<file path="config.mk">
export PLATFORM = sky130hd
export DESIGN_NAME = spi_write_serializer_with_dc_unit_flat
export DESIGN_NICKNAME = d
export VERILOG_FILES = /design/src/sv/swdc_pkg.sv /design/src/sv/swdc_intf.sv /design/src/sv/swdc_front.sv /design/src/sv/swdc_queue.sv /design/src/sv/swdc_back.sv /design/src/sv/spi_write_serializer_with_dc_unit.sv /design/src/flat_wrapper.sv
export VERILOG_INCLUDE_DIRS = /design/src /design/src/sv
export SDC_FILE = /design/constraint.sdc
export NUM_CORES = 1
export LEC_CHECK = 0
export ABC_AREA = 1
export BUFFER_PORTS_ARGS = -buffer_cell sky130_fd_sc_hd__buf_2
export CAP_MARGIN = 30
export CORE_ASPECT_RATIO = 2
export CORE_UTILIZATION = 51
export DETAILED_ROUTE_END_ITERATION = 10
export GPL_ROUTABILITY_DRIVEN = 0
export PLACE_DENSITY = 0.78
export SYNTH_ARGS = -nofsm -noshare
export SYNTH_HDL_FRONTEND = slang
export SYNTH_HIERARCHICAL = 1
export SYNTH_SLANG_ARGS = --single-unit
</file>
<file path="constraint.sdc">
create_clock -name clk_i -period 7.95 [get_ports clk_i]
set_input_delay 1.9875 -clock clk_i [delete_from_list [all_inputs] [get_ports clk_i]]
set_output_delay 1.9875 -clock clk_i [all_outputs]
set_load 0.03 [all_outputs]
</file>
<file path="src/sv/spi_write_serializer_with_dc_unit_macros.svh">
// assertion macros shared by the serializer rtl
// expects clk_i and rst_ni in the scope of the module that uses them
`ifndef SPI_WRITE_SERIALIZER_WITH_DC_UNIT_MACROS_SVH
`define SPI_WRITE_SERIALIZER_WITH_DC_UNIT_MACROS_SVH

// consequence checked on the same edge
`define SWDC_ASSERT_SAME(lbl, ante, cons, msg) \
  lbl: assert property (@(posedge clk_i) disable iff (!rst_ni) (ante) |-> (cons)) \
    else $error(msg);

// consequence checked on the following edge
`define SWDC_ASSERT_NEXT(lbl, ante, cons, msg) \
  lbl: assert property (@(posedge clk_i) disable iff (!rst_ni) (ante) |=> (cons)) \
    else $error(msg);

`endif

</file>
<file path="src/sv/swdc_pkg.sv">
// shared types and constants of the spi write serializer
// no dependencies
package swdc_pkg;

  localparam int WORD_W            = 32;
  localparam int CFG_W             = 16;
  localparam int CFG_IDX_W         = 1;
  localparam int CNT_W             = 16;
  localparam int WIDTH_CODE_W      = 2;
  localparam int QUEUE_DEPTH       = 2;
  localparam int MAX_WORD_BITS_DEF = 32;

  typedef enum logic [CFG_IDX_W-1:0] {
    CFG_CLK_HIGH = 1'b0,
    CFG_CLK_LOW  = 1'b1
  } cfg_idx_e;

  typedef enum logic [WIDTH_CODE_W-1:0] {
    WIDTH_8  = 2'd0,
    WIDTH_16 = 2'd1,
    WIDTH_32 = 2'd2
  } width_e;

  typedef enum logic {
    ACT_TICK  = 1'b0,
    ACT_START = 1'b1
  } action_e;

  // classified request as it travels through the queue
  typedef struct packed {
    logic              is_start;
    logic [WORD_W-1:0] word;     // left aligned, msb first
    logic              dc;
    logic              eof;
  } cmd_t;

  typedef struct packed {
    logic sclk;
    logic sdata;
    logic cs_level;
    logic dc_level;
    logic busy_res;
    logic done_res;
    logic rejected;
  } res_t;

endpackage

</file>
<file path="src/sv/swdc_intf.sv">
// request and result channel interfaces of the spi write serializer
// depends on swdc_pkg
interface swdc_req_if;
  logic                               valid;
  logic                               ready;
  logic                               action;
  logic [swdc_pkg::WORD_W-1:0]        word;
  logic [swdc_pkg::WIDTH_CODE_W-1:0]  width_code;
  logic                               is_data;
  logic                               end_of_frame;

  modport source (output valid, action, word, width_code, is_data, end_of_frame,
                  input ready);
  modport sink   (input valid, action, word, width_code, is_data, end_of_frame,
                  output ready);
endinterface

interface swdc_res_if;
  logic valid;
  logic ready;
  logic sclk;
  logic sdata;
  logic cs_level;
  logic dc_level;
  logic busy_res;
  logic done_res;
  logic rejected;

  modport source (output valid, sclk, sdata, cs_level, dc_level, busy_res, done_res,
                  rejected, input ready);
  modport sink   (input valid, sclk, sdata, cs_level, dc_level, busy_res, done_res,
                  rejected, output ready);
endinterface

</file>
<file path="src/sv/swdc_front.sv">
// front end: takes requests, decodes width and aligns the word
// depends on swdc_pkg and swdc_req_if
module swdc_front #(
  parameter int MaxWordBits = swdc_pkg::MAX_WORD_BITS_DEF,
  parameter int BitsW       = $clog2(MaxWordBits + 1)
) (
  swdc_req_if.sink           req_i,
  input  logic               q_ready_i,
  output logic               q_push_o,
  output swdc_pkg::cmd_t     cmd_o,
  output logic [BitsW-1:0]   nbits_o
);

  localparam int Bits8  = (8 < MaxWordBits) ? 8 : MaxWordBits;
  localparam int Bits16 = (16 < MaxWordBits) ? 16 : MaxWordBits;
  localparam int Bits32 = (32 < MaxWordBits) ? 32 : MaxWordBits;
  localparam int Sh8    = swdc_pkg::WORD_W - Bits8;
  localparam int Sh16   = swdc_pkg::WORD_W - Bits16;
  localparam int Sh32   = swdc_pkg::WORD_W - Bits32;

  assign req_i.ready = q_ready_i;
  assign q_push_o    = req_i.valid && q_ready_i;

  // shifting up drops the bits above the width, which masks the word
  always_comb begin
    cmd_o.is_start = (req_i.action == swdc_pkg::ACT_START);
    cmd_o.dc       = req_i.is_data;
    cmd_o.eof      = req_i.end_of_frame;
    case (req_i.width_code)
      swdc_pkg::WIDTH_8: begin
        cmd_o.word = req_i.word << Sh8;
        nbits_o    = BitsW'(Bits8);
      end
      swdc_pkg::WIDTH_16: begin
        cmd_o.word = req_i.word << Sh16;
        nbits_o    = BitsW'(Bits16);
      end
      default: begin
        cmd_o.word = req_i.word << Sh32;
        nbits_o    = BitsW'(Bits32);
      end
    endcase
  end

endmodule

</file>
<file path="src/sv/swdc_queue.sv">
// short fifo between the front end and the shift engine
// depends on swdc_pkg
module swdc_queue #(
  parameter int DataW = 8
) (
  input  logic             clk_i,
  input  logic             rst_ni,
  input  logic             push_i,
  input  logic [DataW-1:0] push_data_i,
  output logic             push_ready_o,
  input  logic             pop_i,
  output logic             pop_valid_o,
  output logic [DataW-1:0] pop_data_o
);

  localparam int Depth = swdc_pkg::QUEUE_DEPTH;
  localparam int AddrW = $clog2(Depth);

  logic [DataW-1:0]   mem_q [Depth];
  logic [AddrW-1:0]   wr_ptr_q, wr_ptr_d;
  logic [AddrW-1:0]   rd_ptr_q, rd_ptr_d;
  logic [AddrW:0]     count_q, count_d;
  logic               do_push, do_pop;

  assign push_ready_o = (count_q != (AddrW+1)'(Depth));
  assign pop_valid_o  = (count_q != '0);
  assign pop_data_o   = mem_q[rd_ptr_q];
  assign do_push      = push_i && push_ready_o;
  assign do_pop       = pop_i && pop_valid_o;

  always_comb begin
    wr_ptr_d = wr_ptr_q;
    rd_ptr_d = rd_ptr_q;
    if (do_push) begin
      wr_ptr_d = (wr_ptr_q == AddrW'(Depth - 1)) ? '0 : wr_ptr_q + 1'b1;
    end
    if (do_pop) begin
      rd_ptr_d = (rd_ptr_q == AddrW'(Depth - 1)) ? '0 : rd_ptr_q + 1'b1;
    end
    count_d = count_q + (AddrW+1)'(do_push) - (AddrW+1)'(do_pop);
  end

  always_ff @(posedge clk_i or negedge rst_ni) begin
    if (!rst_ni) begin
      wr_ptr_q <= '0;
      rd_ptr_q <= '0;
      count_q  <= '0;
    end else begin
      wr_ptr_q <= wr_ptr_d;
      rd_ptr_q <= rd_ptr_d;
      count_q  <= count_d;
    end
  end

  always_ff @(posedge clk_i) begin
    if (do_push) begin
      mem_q[wr_ptr_q] <= push_data_i;
    end
  end

endmodule

</file>
<file path="src/sv/swdc_back.sv">
// shift engine: timing registers, pin state and the result register
// depends on swdc_pkg, swdc_res_if and the assertion macro header
`include "spi_write_serializer_with_dc_unit_macros.svh"

module swdc_back #(
  parameter int MaxWordBits = swdc_pkg::MAX_WORD_BITS_DEF,
  parameter int BitsW       = $clog2(MaxWordBits + 1)
) (
  input  logic                            clk_i,
  input  logic                            rst_ni,
  input  logic                            cfg_we_i,
  input  logic [swdc_pkg::CFG_IDX_W-1:0]  cfg_idx_i,
  input  logic [swdc_pkg::CFG_W-1:0]      cfg_data_i,
  input  logic                            q_valid_i,
  input  swdc_pkg::cmd_t                  q_cmd_i,
  input  logic [BitsW-1:0]                q_nbits_i,
  output logic                            q_pop_o,
  swdc_res_if.source                      res_o
);

  localparam int W = swdc_pkg::WORD_W;

  logic [swdc_pkg::CFG_W-1:0] hi_ticks_q, lo_ticks_q;
  logic [swdc_pkg::CFG_W-1:0] hi_eff, lo_eff;

  logic [W-1:0]                shift_q, shift_d;
  logic [BitsW-1:0]            bits_q, bits_d;
  logic [swdc_pkg::CNT_W-1:0]  cnt_q, cnt_d, cnt_inc;
  logic                        high_q, high_d;
  logic                        busy_q, busy_d;
  logic                        sel_q, sel_d;
  logic                        dc_q, dc_d;
  logic                        data_q, data_d;
  logic                        eof_q, eof_d;
  logic                        done, rej, take;

  logic                        out_valid_q;
  swdc_pkg::res_t              res_q, res_d;

  // configuration registers
  always_ff @(posedge clk_i or negedge rst_ni) begin
    if (!rst_ni) begin
      hi_ticks_q <= swdc_pkg::CFG_W'(1);
      lo_ticks_q <= swdc_pkg::CFG_W'(1);
    end else if (cfg_we_i) begin
      case (swdc_pkg::cfg_idx_e'(cfg_idx_i))
        swdc_pkg::CFG_CLK_HIGH: hi_ticks_q <= cfg_data_i;
        swdc_pkg::CFG_CLK_LOW:  lo_ticks_q <= cfg_data_i;
        default: ;
      endcase
    end
  end

  assign hi_eff = (hi_ticks_q == '0) ? swdc_pkg::CFG_W'(1) : hi_ticks_q;
  assign lo_eff = (lo_ticks_q == '0) ? swdc_pkg::CFG_W'(1) : lo_ticks_q;

  // a request is taken whenever the result register is free or drains
  assign take    = q_valid_i && (!out_valid_q || res_o.ready);
  assign q_pop_o = take;
  assign cnt_inc = cnt_q + 1'b1;

  always_comb begin
    shift_d = shift_q;
    bits_d  = bits_q;
    cnt_d   = cnt_q;
    high_d  = high_q;
    busy_d  = busy_q;
    sel_d   = sel_q;
    dc_d    = dc_q;
    data_d  = data_q;
    eof_d   = eof_q;
    done    = 1'b0;
    rej     = 1'b0;
    if (take) begin
      if (q_cmd_i.is_start) begin
        if (busy_q) begin
          rej = 1'b1;
        end else begin
          shift_d = q_cmd_i.word;
          bits_d  = q_nbits_i;
          eof_d   = q_cmd_i.eof;
          dc_d    = q_cmd_i.dc;
          sel_d   = 1'b0;
          busy_d  = 1'b1;
          data_d  = q_cmd_i.word[W-1];
          high_d  = 1'b1;
          cnt_d   = '0;
        end
      end else if (busy_q) begin
        cnt_d = cnt_inc;
        if (high_q) begin
          if (cnt_inc >= hi_eff) begin
            high_d = 1'b0;
            cnt_d  = '0;
          end
        end else if (cnt_inc >= lo_eff) begin
          cnt_d  = '0;
          bits_d = bits_q - 1'b1;
          if (bits_d == '0) begin
            busy_d = 1'b0;
            done   = 1'b1;
            if (eof_q) begin
              sel_d = 1'b1;
            end
            eof_d = 1'b0;
          end else begin
            // next bit goes out with the rising clock
            shift_d = shift_q << 1;
            data_d  = shift_q[W-2];
            high_d  = 1'b1;
          end
        end
      end
    end
  end

  always_comb begin
    res_d.sclk     = busy_d && high_d;
    res_d.sdata    = data_d;
    res_d.cs_level = sel_d;
    res_d.dc_level = dc_d;
    res_d.busy_res = busy_d;
    res_d.done_res = done;
    res_d.rejected = rej;
  end

  always_ff @(posedge clk_i or negedge rst_ni) begin
    if (!rst_ni) begin
      bits_q      <= '0;
      cnt_q       <= '0;
      high_q      <= 1'b0;
      busy_q      <= 1'b0;
      sel_q       <= 1'b1;
      dc_q        <= 1'b0;
      data_q      <= 1'b0;
      eof_q       <= 1'b0;
      out_valid_q <= 1'b0;
    end else begin
      bits_q <= bits_d;
      cnt_q  <= cnt_d;
      high_q <= high_d;
      busy_q <= busy_d;
      sel_q  <= sel_d;
      dc_q   <= dc_d;
      data_q <= data_d;
      eof_q  <= eof_d;
      if (take) begin
        out_valid_q <= 1'b1;
      end else if (res_o.ready) begin
        out_valid_q <= 1'b0;
      end
    end
  end

  always_ff @(posedge clk_i) begin
    shift_q <= shift_d;
    if (take) begin
      res_q <= res_d;
    end
  end

  assign res_o.valid    = out_valid_q;
  assign res_o.sclk     = res_q.sclk;
  assign res_o.sdata    = res_q.sdata;
  assign res_o.cs_level = res_q.cs_level;
  assign res_o.dc_level = res_q.dc_level;
  assign res_o.busy_res = res_q.busy_res;
  assign res_o.done_res = res_q.done_res;
  assign res_o.rejected = res_q.rejected;

  `SWDC_ASSERT_SAME(a_cs_low_while_busy, busy_q, !sel_q, "chip select high during a word")
  `SWDC_ASSERT_SAME(a_bits_left_when_busy, busy_q, bits_q != '0, "busy with no bits left")
  `SWDC_ASSERT_NEXT(a_start_loads, take && q_cmd_i.is_start && !busy_q, busy_q && high_q,
                    "accepted start did not begin a word")
  `SWDC_ASSERT_SAME(a_done_not_busy, out_valid_q && res_q.done_res, !res_q.busy_res,
                    "done reported while still busy")

endmodule

</file>
<file path="src/sv/spi_write_serializer_with_dc_unit.sv">
// write-only spi mode-1 serializer with a command/data line
//
// req_i carries one request per handshake: a time tick, or a start with a word of
// 8, 16 or 32 bits, the command/data level and an end-of-frame flag. res_o returns
// exactly one result per request: the pin levels (sclk, sdata, cs_level, dc_level)
// after that request, plus busy, done and rejected flags. configuration (serial clock high
// and low times in ticks, zero acting as one) must be written on the cfg port only while
// idle; the block does not enforce this. a request passes through the queue and then the
// result register before its result is valid. one request is taken every cycle while the
// queue has room; the two-entry queue between the decoder and the shift engine, and the
// result register after it, keep the request side moving while a result waits. pin timing
// advances only on ticks. when the result side stalls, the engine holds and the queue
// fills, after which req_i.ready drops until the result is taken. at reset chip select
// is high, the clock and data low, both timing registers are one and the queue is empty.
// depends on swdc_pkg, swdc_intf, swdc_front, swdc_queue and swdc_back
module spi_write_serializer_with_dc_unit #(
  parameter int MAX_WORD_BITS = swdc_pkg::MAX_WORD_BITS_DEF
) (
  input  logic                            clk_i,
  input  logic                            rst_ni,
  swdc_req_if.sink                        req_i,
  swdc_res_if.source                      res_o,
  input  logic                            cfg_we_i,
  input  logic [swdc_pkg::CFG_IDX_W-1:0]  cfg_idx_i,
  input  logic [swdc_pkg::CFG_W-1:0]      cfg_data_i
);

  localparam int BitsW = $clog2(MAX_WORD_BITS + 1);
  localparam int QW    = $bits(swdc_pkg::cmd_t) + BitsW;

  swdc_pkg::cmd_t     f_cmd, q_cmd;
  logic [BitsW-1:0]   f_nbits, q_nbits;
  logic               f_push, q_ready, q_valid, q_pop;
  logic [QW-1:0]      q_data;

  swdc_front #(
    .MaxWordBits (MAX_WORD_BITS),
    .BitsW       (BitsW)
  ) u_front (
    .req_i     (req_i),
    .q_ready_i (q_ready),
    .q_push_o  (f_push),
    .cmd_o     (f_cmd),
    .nbits_o   (f_nbits)
  );

  swdc_queue #(
    .DataW (QW)
  ) u_queue (
    .clk_i        (clk_i),
    .rst_ni       (rst_ni),
    .push_i       (f_push),
    .push_data_i  ({f_cmd, f_nbits}),
    .push_ready_o (q_ready),
    .pop_i        (q_pop),
    .pop_valid_o  (q_valid),
    .pop_data_o   (q_data)
  );

  assign q_cmd   = swdc_pkg::cmd_t'(q_data[QW-1:BitsW]);
  assign q_nbits = q_data[BitsW-1:0];

  swdc_back #(
    .MaxWordBits (MAX_WORD_BITS),
    .BitsW       (BitsW)
  ) u_back (
    .clk_i      (clk_i),
    .rst_ni     (rst_ni),
    .cfg_we_i   (cfg_we_i),
    .cfg_idx_i  (cfg_idx_i),
    .cfg_data_i (cfg_data_i),
    .q_valid_i  (q_valid),
    .q_cmd_i    (q_cmd),
    .q_nbits_i  (q_nbits),
    .q_pop_o    (q_pop),
    .res_o      (res_o)
  );

endmodule
</file>
<file path="src/flat_wrapper.sv">
// flat-port wrapper written by rule: the top's interface ports become plain ports
module spi_write_serializer_with_dc_unit_flat 
#(
  parameter int MAX_WORD_BITS = swdc_pkg::MAX_WORD_BITS_DEF
)
  (clk_i, rst_ni, cfg_we_i, cfg_idx_i, cfg_data_i, req_i_valid, req_i_action, req_i_word, req_i_width_code, req_i_is_data, req_i_end_of_frame, req_i_ready, res_o_valid, res_o_sclk, res_o_sdata, res_o_cs_level, res_o_dc_level, res_o_busy_res, res_o_done_res, res_o_rejected, res_o_ready);
  swdc_req_if req_i_i ();
  swdc_res_if res_o_i ();
  input  logic clk_i;
  input  logic rst_ni;
  input  logic cfg_we_i;
  input  logic [swdc_pkg::CFG_IDX_W-1:0] cfg_idx_i;
  input  logic [swdc_pkg::CFG_W-1:0] cfg_data_i;
  input wire logic [$bits(req_i_i.valid)-1:0] req_i_valid;
  input wire logic [$bits(req_i_i.action)-1:0] req_i_action;
  input wire logic [$bits(req_i_i.word)-1:0] req_i_word;
  input wire logic [$bits(req_i_i.width_code)-1:0] req_i_width_code;
  input wire logic [$bits(req_i_i.is_data)-1:0] req_i_is_data;
  input wire logic [$bits(req_i_i.end_of_frame)-1:0] req_i_end_of_frame;
  output wire logic [$bits(req_i_i.ready)-1:0] req_i_ready;
  output wire logic [$bits(res_o_i.valid)-1:0] res_o_valid;
  output wire logic [$bits(res_o_i.sclk)-1:0] res_o_sclk;
  output wire logic [$bits(res_o_i.sdata)-1:0] res_o_sdata;
  output wire logic [$bits(res_o_i.cs_level)-1:0] res_o_cs_level;
  output wire logic [$bits(res_o_i.dc_level)-1:0] res_o_dc_level;
  output wire logic [$bits(res_o_i.busy_res)-1:0] res_o_busy_res;
  output wire logic [$bits(res_o_i.done_res)-1:0] res_o_done_res;
  output wire logic [$bits(res_o_i.rejected)-1:0] res_o_rejected;
  input wire logic [$bits(res_o_i.ready)-1:0] res_o_ready;
  assign req_i_i.valid = req_i_valid;
  assign req_i_i.action = req_i_action;
  assign req_i_i.word = req_i_word;
  assign req_i_i.width_code = req_i_width_code;
  assign req_i_i.is_data = req_i_is_data;
  assign req_i_i.end_of_frame = req_i_end_of_frame;
  assign req_i_ready = req_i_i.ready;
  assign res_o_valid = res_o_i.valid;
  assign res_o_sclk = res_o_i.sclk;
  assign res_o_sdata = res_o_i.sdata;
  assign res_o_cs_level = res_o_i.cs_level;
  assign res_o_dc_level = res_o_i.dc_level;
  assign res_o_busy_res = res_o_i.busy_res;
  assign res_o_done_res = res_o_i.done_res;
  assign res_o_rejected = res_o_i.rejected;
  assign res_o_i.ready = res_o_ready;
  spi_write_serializer_with_dc_unit #(.MAX_WORD_BITS(MAX_WORD_BITS)) u_core (.clk_i(clk_i), .rst_ni(rst_ni), .req_i(req_i_i), .res_o(res_o_i), .cfg_we_i(cfg_we_i), .cfg_idx_i(cfg_idx_i), .cfg_data_i(cfg_data_i));
endmodule
</file>
# Word-level counts from Yosys, hierarchy flattened
# Memory sizes are Yosys's and may differ from the RTL's.
# Index checks and enable logic that the tools add are counted.
[classes]
addsub = 6
n_lt_le_gt_ge = 2
eq_ne = 5
mux = 66
bitwise = 3
n_reduce_logical = 23
[op_table]
columns = ["cell", "n"]
rows = [
  ["two-way mux 31 bit", 6],
  ["two-way mux 16 bit", 8],
  ["case mux 32 bit (2 select lines)", 1],
  ["two-way mux 1 bit", 45],
  [">= comparator 16 bit", 2],
  ["zero test 16 bit", 2],
  ["two-way mux 6 bit", 5],
  ["adder 16 x 1 -> 16 bit, second input constant", 1],
  ["case mux 6 bit (2 select lines)", 1],
  ["AND reduction 6 bit", 2],
  ["nonzero test 2 bit", 5],
  ["zero test 6 bit", 1],
  ["subtractor 6 x 1 -> 6 bit, second input constant", 1],
  ["logical AND 1 bit", 5],
  ["AND reduction 5 bit", 1],
  ["inequality test 2 x 1 -> 1 bit, second input constant", 2],
  ["inequality test 2 bit, second input constant", 2],
  ["AND reduction 2 bit", 2],
  ["OR reduction 4 bit", 1],
  ["inverter 1 bit", 3],
  ["AND reduction 3 bit", 1],
  ["adder 1 bit, second input constant", 2],
  ["adder 2 x 1 -> 2 bit", 1],
  ["equality test 2 x 1 -> 1 bit, second input constant", 1],
  ["other kinds (4)", 4],
]
[totals]
reg_bits = 103
ram_bits = 82
input_bits = 59
output_inout_bits = 9
elab_cells = 128
mem_count = 1
[mem_list]
columns = ["name", "depth", "word_bits", "rd", "rd_clocked_by_memory_dff", "write_ports", "line", "rtl"]
rows = [
  ["u_core.u_queue.mem_q", 2, 41, 1, 0, 1, "swdc_queue.sv:19", "logic [DataW-1:0] mem_q [Depth];"],
]

# Logic depth before layout (Yosys ltp)
# Gate-level depths: netlist (run 1).
[depth]
ltp_word = 9
ltp_mapped = 20

# Modules after synthesis
# Netlist (run 1), hierarchy kept.
[by_module_without_submodules]
columns = ["mod", "instances", "cells_per_inst", "area_each_um2", "seq_area_each_um2"]
rows = [
  ["swdc_back", 1, 648, 5446.5, 2671.3],
  ["swdc_queue", 1, 246, 3245.6, 2562.5],
  ["swdc_front", 1, 108, 624.3, 0.0],
]

# Worst setup path after synthesis (run 1)
# OpenSTA, ideal clock, no wires.
[synth_timing]
kind = "input -> register"
startpoint = "input req_i_valid"
endpoint = "memory u_core/u_queue/mem_q[0][0] (netlist name), enable pin"
setup_ns = 0.439
t_arrival_ns = 3.950
required_ns = 7.511
slack_ns = 3.560
cell_stages = 4
path_buffers = 0
path_cell_list = "nand2_1 > inv_1 > nand2_4 > nor2_1"
[synth_via]
elab_chain_len = 4
[synth_lines]
columns = ["element", "line", "rtl"]
rows = [
  ["start: declaration", "flat_wrapper.sv:14", "input wire logic [$bits(req_i_i.valid)-1:0] req_i_valid;"],
  ["logical AND 1 bit", "swdc_front.sv:22", "assign q_push_o = req_i.valid && q_ready_i;"],
  ["net u_core.f_push", "spi_write_serializer_with_dc_unit.sv:33", "logic f_push, q_ready, q_valid, q_pop;"],
  ["logical AND 1 bit", "swdc_queue.sv:28", "assign do_push = push_i && push_ready_o;"],
  ["two-way mux 1 bit", "swdc_queue.sv:56", "if (do_push) begin"],
  ["two-way mux 1 bit (not written as such)", "swdc_queue.sv:57", "mem_q[wr_ptr_q] <= push_data_i;"],
  ["end: declaration", "swdc_queue.sv:19", ""],
]
# The timed path passes the listed nets, and every way through them passes these cells.

# Final worst setup path (run 1)
[layout_timing]
startpoint = "register u_core/u_back/cnt_q[0] (netlist name)"
endpoint = "register u_core.u_back.shift_q[16], enable pin"
[layout_via]
elab_chain_len = 4
[layout_lines]
columns = ["element", "line", "rtl"]
rows = [
  ["start: declaration", "swdc_back.sv:28", "logic [swdc_pkg::CNT_W-1:0] cnt_q, cnt_d, cnt_inc;"],
  ["start signal: assignment", "swdc_back.sv:140", "cnt_q <= cnt_d;"],
  ["adder 16 x 1 -> 16 bit", "swdc_back.sv:60", "assign cnt_inc = cnt_q + 1'b1;"],
  [">= comparator 16 bit", "swdc_back.sv:96", "end else if (cnt_inc >= lo_eff) begin"],
  ["nonzero test 2 bit (no source line)", "n/a", ""],
  ["AND reduction 6 bit (no source line)", "n/a", ""],
  ["end signal: assignment", "swdc_back.sv:156", "shift_q <= shift_d;"],
  ["end: declaration", "swdc_back.sv:26", "logic [W-1:0] shift_q, shift_d;"],
]
# Every way passes these cells.
# A chain may end at the register's enable or synchronous reset.

==> results of run 1 <==
-- through the flow --
stage                     hold WS [ns]  instance area, um2
after floorplan                  0.442                9320
after global placement           0.458                9700
after detailed placement         0.459                9740
after CTS                        0.475               10300
after global routing             0.521               10300
final                            0.471               10300
-- worst paths after layout --
check | from | endpoint | slack (ns) | cells after the start
worst max-delay path | u_core/u_back/cnt_q[0] | u_core/u_back/shift_q[16] | 4.58 | 18
worst min-delay path | u_core/u_back/eof_q | u_core/u_back/eof_q | 0.47 | 2
worst max register to register | u_core/u_back/cnt_q[0] | u_core/u_back/shift_q[16] | 4.58 | 18
worst min register to register | u_core/u_back/eof_q | u_core/u_back/eof_q | 0.47 | 2
max in group asynchronous | rst_ni | u_core/u_back/hi_ticks_q[9] | 5.65 | 2
min in group asynchronous | rst_ni | u_core/u_queue/count_q[0] | 1.74 | 2
-- routing by layer --
metal	track usage, %	share of wire, %	vias to the layer above
met1	20.2	38	3013
li1	-	-	3327
met3	3.89	3.2	45
met5	0	0	-
met2	38.5	55	155
met4	10.9	4.4	0
-- worst register-to-register path: cells and delay by family (launching register included) --
| kind | cells | cell delay, ns |
|---|---|---|
| AND/OR/NAND/NOR | 13 | 1.44 |
| adder cells (fa/ha/maj) | 2 | 0.48 |
| flip-flops | 1 | 0.45 |
| XOR/XNOR | 1 | 0.18 |
| buffers and inverters | 2 | 0.46 |
-- placed cells by master (no fill, tap or decap), types with 2 or more instances in the layout --
cell type	n
dfrtp_1	62
ha_1	37
edfxtp_1	120
o21ai_1	11
nand2_2	18
nand3_1	25
nor2_1	25
nand4_1	8
nor2_4	4
buf_2	67
clkinv_1	4
clkinv_4	3
a41o_1	2
conb_1	3
o21a_1	2
a31oi_1	4
nand3_2	10
nor3_2	4
nand2_1	382
o21ai_0	43
nor4_1	9
inv_1	115
clkbuf_16	17
bufinv_16	4
dfstp_2	3
xor2_1	15
o22ai_1	8
a21oi_1	17
o21ai_2	9
nor2_2	6
nor3_1	3
inv_2	10
buf_12	2
nand2_4	2
buf_4	5
-- sequential cells by signal (all words and copies together) (netlist names), 2 cells and up --
signal and flops:
u_core/u_back/cnt_q 16, u_core/u_back/hi_ticks_q 16, u_core/u_queue/count_q 2, u_core/u_back/shift_q 31, u_core/u_back/lo_ticks_q 16, u_core/u_back/bits_q 6
u_core/u_queue/mem_q 82
-- Yosys cell counts --
| cell | instances |
|---|---|
| nand3_2 | 10 |
| inv_8 | 1 |
| nor3_2 | 4 |
| nand4_1 | 8 |
| dfrtp_1 | 62 |
| nand2_2 | 18 |
| nor4_1 | 9 |
| nor2_4 | 2 |
| buf_1 | 3 |
| a31oi_1 | 4 |
| mux2_2 | 1 |
| clkbuf_1 | 11 |
| o21a_1 | 2 |
| o21ai_2 | 9 |
| edfxtp_1 | 120 |
| a41o_1 | 2 |
| inv_1 | 115 |
| buf_2 | 6 |
| nor2_2 | 6 |
| nand2_1 | 382 |
| buf_6 | 7 |
| nor3_4 | 1 |
| buf_8 | 2 |
| nor2_1 | 27 |
| ha_1 | 37 |
| inv_4 | 1 |
| inv_2 | 10 |
| buf_4 | 12 |
| o21bai_1 | 1 |
| nor3_1 | 3 |
| nor2_8 | 1 |
| a21oi_1 | 17 |
| o21ai_1 | 11 |
| conb_1 | 1 |
| nand2_4 | 2 |
| xor2_1 | 15 |
| o22ai_1 | 8 |
| dfstp_2 | 3 |
| o21ai_0 | 43 |
| nand3_1 | 25 |
-- cells by family after synthesis --
group	after synthesis
adders and majority gates	37
buffers and inverters	168
muxes	1
other	1
AOI/OAI and AO/OA	97
and+or+nand+nor	498
xor gates and xnor gates	15
DFF	185
-- final cells by class --
| class | count | area (um2) |
|---|---|---|
| clock buffer | 18 | 429 |
| clock inverter | 13 | 178 |
| fill | 1501 | 7440 |
| inverter | 127 | 487 |
| multi-input combinational | 651 | 3340 |
| sequential | 185 | 5230 |
| tap | 213 | 267 |
| timing repair buffer | 74 | 413 |
-- power by group --
group | total [mW] | internal (mW) | leakage, nW | switching, mW
sequential | 1.45 | 1.35 | 1.92 | 0.104
clock | 0.864 | 0.522 | 0.291 | 0.342
combinational | 1.14 | 0.347 | 2.76 | 0.794
total | 3.46 | 2.22 | 4.97 | 1.24
==> flow_summary_export.csv, run 1 <==
group,metric,value,unit
pwr,leakage,4.97,nW
layout,fin_nets,1152,
cts,post_cts_resized,0,
cts,clock_latency,0.43,ns
sta,rsz0062_at_grt,"no",
logic_synthesis,yosysWarnings,6,
critical_path,cp_top_family,"simple AND/OR/NAND/NOR gates",
critical_path,startpoint_type,"flop",
logic_synthesis,synth_top_area_share,38.7,%
logic_synthesis,syn-cell-area,9320,um2
drt,drt_iter0_markers,341,
logic_synthesis,synth.ff_latch_count,185,
critical_path,path_common_cell,"nand2_2",
critical_path,cpPeakStageDelay,0.45,ns
logic_synthesis,synth_top_cell_by_area,"edfxtp_1",
placement,place_inst,1250,
cts,cts_tree,"yes",
sta,clock.fmax,0.296,GHz
sta,final.setup.tns,0,ns
logic_synthesis,netlist_top_cells_area,"edfxtp_1, dfrtp_1, nand2_1",
critical_path,critPathBufInv,2,
layout,final_cells,1281,
floorplanning,fp-row-count,69,
sta,maxSlewViolCount,0,
critical_path,cp.required,8.03,ns
drt,routedWlPerCell,14.1,um
logic_synthesis,synth_mux_area_share,0.121,%
floorplanning,die_x,97.6,um
floorplanning,pin_count,68,
grt,grt_pass1_wl,29.7,mm
floorplanning,start_util,52.4,%
critical_path,slowest_stage,"dfrtp_1",
sta,setup_ws,4.58,ns
pwr,ir_drop,0.000311,V
logic_synthesis,yosysUniqueCellTypes,40,
critical_path,crit_type,"reg2reg",
cts,post-cts-setup-buffers,0,
status,status,"finished, final reports clean",
cts,cts-root-buf,"clkbuf_16",
critical_path,crit_chain,"ha_1 -> nand2_1 -> nor2_2 -> nand3_2 -> nor2_4 -> nand4_1 -> xor2_1 -> inv_2 -> ha_1 -> nand2_1 -> nor3_1 -> nand2_1 -> nand2_2 -> nand2_2 -> nand2_2 -> nand2_2 -> nor2_2 -> buf_4",
pwr,report.power.total,3.46,mW
logic_synthesis,synthAdderAreaFrac,4.97,%
drt,drtAntennaViolNets,0,
grt,antenna_found_initial,0,
logic_synthesis,avgSynthCellArea,9.30,um2
critical_path,cp_max_fo,31,
sta,finClkSkew,0.0112,ns
critical_path,end_kind,"flop",
logic_synthesis,synth-compound-area-share,5.92,%
layout,area_growth,11.0,%
cts,numCtsBuffers,17,
logic_synthesis,synthSimpleGateAreaFrac,23.1,%
cts,hold_buffers,0,
sta,maxSlewHeadroom,41.2,%
sta,fin_crit_sh,42.4,%
sta,setup_viol,0,
sta,final_hold_viol_count,0,
drt,vias_per_cell,5.11,
logic_synthesis,synth_top_family_by_area,"simple AND/OR/NAND/NOR gates",
critical_path,critPathArrivalTime,3.45,ns
cts,clk_pin_slew,0.07,ns
drt,drtPass1Iterations,5,
drt,routed_wl,18.1,mm
logic_synthesis,netlist_instances,1002,
cts,cts.sink_count,185,
grt,track_usage,20.1,%
logic_synthesis,yosysSeqAreaShare,56.2,%
grt,grt_pass1_vias,6473,
grt,grt_max_degree,66,
floorplanning,core-area,17800,um2
floorplanning,die_h,193,um
drt,num_vias,6540,
placement,dp_slack,4.47,ns
pwr,powerDensity,334,nW/um2
sta,post-route-min-period,3.37,ns
sta,tightest_slew,0.880,ns
cts,htree_levels,4,
cts,max-clock-path-buffers,2,
drt,drc_errors,0,
placement,io_buffers,67,
placement,dp_hpwl,13.1,mm
layout,antennaDiodeCount,0,
flow_run,cap_violations,0,
grt,grt_overflow,0,
worst_hold_path,hp-class,"reg2reg",
layout,fin_util,58.2,%
floorplanning,die_area,18800,um2
logic_synthesis,synthXorXnorAreaFrac,1.41,%
layout,drive_gt1_share,16.0,%
Power figures use the tool's default switching activity.
==> run 2: changes to the inputs <==
==> constraint.sdc (replaced) <==
create_clock -name clk_i -period 3.3 [get_ports clk_i]
set_input_delay 0.825 -clock clk_i [delete_from_list [all_inputs] [get_ports clk_i]]
set_output_delay 0.825 -clock clk_i [all_outputs]
set_load 0.03 [all_outputs]
==> flow_summary_export.csv, run 2 (synthesized netlist as in run 1, its figures left out) <==
group,metric,value,unit
status,status,"finished, final reports clean",
critical_path,critPathArrivalTime,3.30,ns
layout,final_common_cell,"nand2_1",
critical_path,reg2reg_slack,0.15,ns
worst_hold_path,min_path_cells,2,
floorplanning,die_h,193,um
drt,routed_wl,18.5,mm
cts,cts_tree,"yes",
sta,final_hold_viol_count,0,
grt,grt_max_degree,66,
placement,io_buffers,67,
cts,cts-root-buf,"clkbuf_16",
sta,clock.fmax,0.317,GHz
drt,drtAntennaViolNets,0,
grt,grt_overflow,0,
critical_path,timing.rr.end,"u_core/u_back/shift_q[4]",
floorplanning,start_util,52.4,%
pwr,powerDensity,805,nW/um2
cts,htree_levels,4,
layout,n_fill_cell,1517,
critical_path,path_common_cell,"nand2_2",
worst_hold_path,min_to,"u_core/u_back/eof_q",
sta,final.setup.tns,0,ns
sta,fin_crit_sh,95.6,%
layout,seq_area,5230,um2
cts,clock_latency,0.43,ns
critical_path,end_kind,"flop",
drt,routedWlPerCell,14.4,um
sta,setup_ws,0.145,ns
sta,setup_viol,0,
floorplanning,fp-row-count,69,
drt,drtPass1Iterations,7,
floorplanning,core-area,17800,um2
floorplanning,die_area,18800,um2
critical_path,cp.required,3.44,ns
drt,vias_per_cell,5.19,
drt,drc_errors,0,
layout,fin_nets,1155,
worst_hold_path,hp-class,"reg2reg",
critical_path,cp_max_fo,15,
sta,finClkSkew,0.00703,ns
pwr,ir_drop,0.000484,V
grt,grt_pass1_wl,30.8,mm
placement,dp_hpwl,13.4,mm
critical_path,crit_type,"reg2reg",
placement,dp_slack,0.106,ns
critical_path,startpoint_type,"flop",
drt,num_vias,6663,
layout,final_cell_mix,"nand2_1, edfxtp_1, inv_1",
drt,drt_iter0_markers,278,
critical_path,rr_worst_depth,18,
sta,post-route-min-period,3.15,ns
layout,regMostFlops,"u_core/u_queue/mem_q",
cts,cts.sink_count,185,
sta,maxSlewHeadroom,38.6,%
grt,grt_pass1_vias,6553,
cts,hold_buffers,0,
layout,multi_input_comb_area,3360,um2
grt,antenna_found_initial,0,
cts,numCtsBuffers,17,
floorplanning,pin_count,68,
critical_path,cpPeakStageDelay,0.40,ns
layout,antennaDiodeCount,0,
sta,maxSlewViolCount,0,
flow_run,cap_violations,0,
critical_path,r2r-start,"u_core/u_back/cnt_q[0]",
critical_path,slowest_stage,"dfrtp_1",
layout,drive_gt1_share,16.6,%
layout,largest_reg_flops,82,
cts,clk_pin_slew,0.07,ns
floorplanning,die_x,97.6,um
grt,track_usage,20.7,%
critical_path,crit_chain,"ha_2 -> nand2_1 -> nor2_4 -> nand3_2 -> nor2_4 -> nand2_1 -> xor2_1 -> inv_2 -> ha_1 -> nand4_1 -> nor3_1 -> nand2_1 -> nand2_2 -> nand2_2 -> nand2_2 -> nand2_2 -> nor2_4 -> clkbuf_16",
layout,area_growth,11.4,%
worst_hold_path,hold_start,"u_core/u_back/eof_q",
sta,tightest_slew,0.918,ns
pwr,leakage,4.98,nW
layout,reg.largest.list,"u_core/u_queue/mem_q x82, u_core/u_back/shift_q x31",
cts,max-clock-path-buffers,2,
==> run 2: area by class of cell <==
cell class	instances	share of cell area (%)
well taps	213	2.57
clock buffers	17	4.10
clock inverters	15	1.65
flip-flops and latches	185	50.4
multi-input cells	651	32.3
repair buffers	77	4.24
inverters	127	4.69
==> run 2: worst max-delay path, delay by kind of cell (launching register included) <==
kind	cells	cell delay (ns)
xor+xnor	1	0.19
simple gates	13	1.47
flops	1	0.40
buf+inv	2	0.28
fa+ha+maj	2	0.51
==> run 2: how the worst max path moves through the flow <==
stage	start	endpoint	slack, ns	cells after the start
finish	u_core/u_back/cnt_q[0]	u_core/u_back/shift_q[4]	0.15	18
CTS	u_core/u_back/cnt_q[0]	u_core/u_back/cnt_q[11]	0.07	18
floorplan	req_i_valid	u_core/u_queue/mem_q[0][0]	0.07	4
global route	u_core/u_back/cnt_q[0]	u_core/u_back/shift_q[4]	-0.05	18
detailed placement	u_core/u_back/cnt_q[0]	u_core/u_back/cnt_q[13]	0.11	18
global placement	u_core/u_back/cnt_q[0]	u_core/u_back/cnt_q[13]	0.21	18
==> run 2: layer usage <==
layer,global-route usage [%],vias to the layer above,routed length (um)
li1,-,3331,-
met1,21.7,3148,6930
met2,39.9,139,10500
met3,2.81,45,445
met4,10.8,0,675
met5,0,-,0
==> run 2: per-stage QoR <==
stage                     instances  hold slack, ns  area [um2]  utilization [%]  total power, mW
final                          1285           0.477       10400             58.4             8.36
after global routing           1285           0.511       10400             58.4             8.95
after CTS                      1283           0.481       10300             58.1             8.37
after detailed placement       1251           0.466        9740             54.7             6.32
after global placement         1251           0.457        9740             54.7             6.21
after floorplan                1004           0.442        9330                -             5.65
==> run 2: repair_timing <==
item	4_1_cts	5_1_grt
setup buffers	0	1
endpoints found under the hold margin	0	0
gates resized for setup	0	3
setup endpoints to repair	0	35
==> run 2: power breakdown <==
part           internal, mW  switching [mW]
registers              3.25           0.261
clock network          1.19           0.855
logic                 0.863            1.94
total                  5.31            3.05
